--- src/rtl/snps_fifo.sv ---
// Two-entry first-in first-out queue with push/full and pop/empty sides.
// Generic in width; depends on nothing.
`default_nettype none
module snps_fifo #(
  parameter int Width = 8
) (
  input  logic             clk_i,
  input  logic             rst_ni,
  input  logic             push_i,
  output logic             full_o,
  input  logic [Width-1:0] wdata_i,
  input  logic             pop_i,
  output logic             empty_o,
  output logic [Width-1:0] rdata_o
);

  logic [Width-1:0] data_q [2];
  logic             wptr_q, rptr_q;
  logic [1:0]       count_q;
  logic             do_push, do_pop;

  assign full_o  = (count_q == 2'd2);
  assign empty_o = (count_q == 2'd0);
  assign do_push = push_i && !full_o;
  assign do_pop  = pop_i && !empty_o;
  assign rdata_o = data_q[rptr_q];

  always_ff @(posedge clk_i or negedge rst_ni) begin
    if (!rst_ni) begin
      wptr_q  <= 1'b0;
      rptr_q  <= 1'b0;
      count_q <= 2'd0;
    end else begin
      if (do_push) wptr_q <= ~wptr_q;
      if (do_pop) rptr_q <= ~rptr_q;
      if (do_push && !do_pop) count_q <= count_q + 2'd1;
      else if (do_pop && !do_push) count_q <= count_q - 2'd1;
    end
  end

  always_ff @(posedge clk_i) begin
    if (do_push) data_q[wptr_q] <= wdata_i;
  end

endmodule
`default_nettype wire

--- config.mk ---
export PLATFORM = sky130hd
export DESIGN_NAME = snps_fifo
export DESIGN_NICKNAME = d
export VERILOG_FILES = /design/src/rtl/snps_fifo.sv
export SDC_FILE = /design/constraint.sdc
export NUM_CORES = 1
export LEC_CHECK = 0
export BUFFER_PORTS_ARGS = -buffer_cell sky130_fd_sc_hd__buf_2
export CAP_MARGIN = 40
export CORE_UTILIZATION = 47
export CTS_BUF_LIST = sky130_fd_sc_hd__clkbuf_8
export CTS_CLUSTER_SIZE = 30
export DETAILED_ROUTE_END_ITERATION = 16
export PLACE_DENSITY = 0.78
export SYNTH_ARGS = -nofsm -noshare
export SYNTH_HDL_FRONTEND = slang
export SYNTH_SLANG_ARGS = --single-unit
--- constraint.sdc ---
create_clock -name clk_i -period 1.43 [get_ports clk_i]
set_input_delay 0.286 -clock clk_i [delete_from_list [all_inputs] [get_ports clk_i]]
set_output_delay 0.286 -clock clk_i [all_outputs]
set_load 0.005 [all_outputs]
==> flow_summary.json <==
{
  "start_kind": "register",
  "drt_pass1_iterations": 4,
  "ys_types": 15,
  "finalSetupViolCount": 8,
  "crit_family": "flip-flops",
  "grtUsageTotal": 0.1533,
  "clock_skew_ns": 0.002480,
  "crit_type": "reg -> out",
  "wl_per_cell_um": 15.65,
  "fillerInstances": 96,
  "cts_tree": "done",
  "pre_cts_ws_ns": 0.04242,
  "start_util": 0.5131,
  "n_antenna_cell": 0,
  "dieHeight_um": 42.79,
  "power_density_mw_per_mm2": 2101,
  "post-route-period-util": 1.074,
  "worst_setup_path_end_kind": "output port",
  "clockBufferDepth": 2,
  "core_sq_mm": 0.001524,
  "syn-cell-area_sq_um": 782.0,
  "seq_area_frac_synth": 0.7424,
  "hp-start": "wdata_i[7]",
  "status": "finished, violations left",
  "violations": "negative setup slack",
  "r2r_end": "count_q[1]",
  "hold_viol_final": 0,
  "layout_common_cells": "edfxtp_1, buf_2, buf_6, mux2_4, buf_4",
  "placed_area_sq_um": 939.7,
  "syn_to_final_growth_pct": 46.08,
  "port_buffers": 21,
  "slew_headroom": 0.7403,
  "drtAntennaViolNets": 0,
  "cts.sinks": 20,
  "drt_iter0_markers": 12,
  "tns_ns": -0.7561,
  "drive_gt1_frac": 0.6026,
  "io_pins": 22,
  "syn_inst": 44,
  "ir_drop_mv": 1.135,
  "min_to": "data_q[0][7]",
  "rrSetupSlack_ns": 0.06,
  "fin_util": 0.7496,
  "slew_viol_final": 0,
  "ys_warn_count": 0,
  "grt_pass1_wl_mm": 1.959,
  "setup_slack_ns": -0.1052,
  "layout.nets": 92,
  "antenna_found_initial": 0,
  "max_cap_viol_count": 0,
  "worstHoldPathCells": 1,
  "min_period_ns": 1.535,
  "final_area_sq_mm": 0.001142,
  "postSynthAreaPerCell_sq_um": 17.77,
  "r2r-start": "count_q[1]",
  "final_common_cell": "edfxtp_1",
  "cp_num_buf_inv": 2,
  "root_buffer": "clkbuf_8",
  "routed_wl_mm": 1.471,
  "worst-slew-pin-transition_ns": 0.3896,
  "fmax_mhz": 651.4,
  "slowest_stage": "dfrtp_2",
  "cp_max_fo": 4,
  "rows": 14,
  "power_leakage_nw": 0.5042,
  "rsz0062_at_grt": "yes",
  "synth.net_count": 57,
  "clk_latency_ns": 0.25,
  "cts_buffers": 3,
  "die_area_sq_mm": 0.001831,
  "vias_per_cell": 4.883,
  "r2r_cells": 5,
  "dp_hpwl_um": 868.4,
  "grt_max_degree": 12,
  "first_global_vias": 414,
  "hp-class": "in -> reg",
  "cp.arrival_ns": 1.25,
  "num_vias": 459,
  "gp_congestion": 0.6708,
  "post-route-drc-count": 0,
  "crit_top_cell": "buf_6",
  "hold_slack_ns": 0.2238,
  "path_clk_slew_ns": 0.07,
  "cpPeakStageDelay_ns": 0.44,
  "worstPathCellList": "buf_6 > mux2_4 > buf_6",
  "h-tree-depth": 1,
  "die_w_um": 42.79,
  "globalRoute.totalOverflow": 0,
  "cp.required_ns": 1.14,
  "yosys_register_bits": 20
}
## layout make-up
type / count / area (sq um) / area share
Timing Repair Buffer: 31 / 244.0 / 0.2136
Clock buffer: 4 / 55.05 / 0.04819
Inverter: 2 / 7.507 / 0.006572
Sequential cell: 20 / 581.8 / 0.5093
Tap cell: 16 / 20.02 / 0.01752
Multi-Input combinational cell: 21 / 234.0 / 0.2048
## timing repair
action / in CTS / in global routing
setup endpoints to repair: 8 / 9
setup buffers: 4 / 0
resized for setup: 15 / 8
hold buffers: 1 / 0
hold endpoints to repair: 4 / 0
## cells in the mapped netlist
cell type	count	area [sq um]
nand2_2	1	6.260
edfxtp_1	16	480.5
xor2_1	2	17.52
and3_1	1	6.260
buf_2	1	5.000
xnor2_2	1	16.27
mux2_1	6	67.56
inv_1	2	7.510
dfrtp_1	4	100.1
ha_1	1	12.51
xnor2_1	2	17.52
nand2b_1	1	6.260
nor2_1	3	11.26
mux2_2	2	22.52
o21ai_1	1	5.000
## sequential cells by signal, summed over array words and instances, names as in the netlist
name     flops
data_q      16
count_q      2
rptr_q       1
wptr_q       1
## cells by family (layout without fill, tap and decap cells)
kind of cell             Yosys count  count (layout)  share of synthesized area
flip-flops                        20              20                     0.7424
multiplexers                       8               8                     0.1152
AND/OR/NAND/NOR                    6               6                    0.03841
XOR/XNOR                           5               5                    0.06561
buffers and inverters              3              37                    0.01600
adder cells (fa/ha/maj)            1               1                    0.01600
AO/OA/AOI/OAI                      1               1                   0.006394
## stage by stage
stage                     power, W  instances
after floorplan           0.001295         44
after global placement    0.001545         85
after detailed placement  0.001571         85
after CTS                 0.002259         94
after global routing      0.002509         94
final                     0.002400         94
## report_power, final
group | total [W] | internal, W | switching (W)
Combinational | 0.00107 | 0.000673 | 0.000399
Sequential | 0.000916 | 0.000820 | 0.0000967
Clock | 0.000411 | 0.000244 | 0.000167
## how the worst max path moves through the flow
stage                         endpoint  slack, ns       start  cells past startpoint
after floorplan           data_q[0][0]       0.04  count_q[0]                      3
after global placement      rdata_o[5]       0.08      rptr_q                      2
after detailed placement    count_q[1]       0.04  count_q[0]                      6
after CTS                   rdata_o[7]      -0.09      rptr_q                      3
after global routing        rdata_o[4]      -0.13      rptr_q                      3
final                       rdata_o[4]      -0.11      rptr_q                      3
## worst register-to-register path, cell delays in order, from the launching register on
cell,delay [ns]
dfrtp_1,0.42
o21ai_1,0.28
ha_4,0.18
xor2_1,0.17
nor2_2,0.06
xor2_1,0.14
## layer usage
layer | share of wire | global-route usage
met5 | 0 | 0
met1 | 0.44 | 0.1994
met3 | 0.037 | 0.03830
met2 | 0.52 | 0.2576
met4 | 0.0034 | 0.03750
No activity file was read; power rests on OpenSTA's default activity.
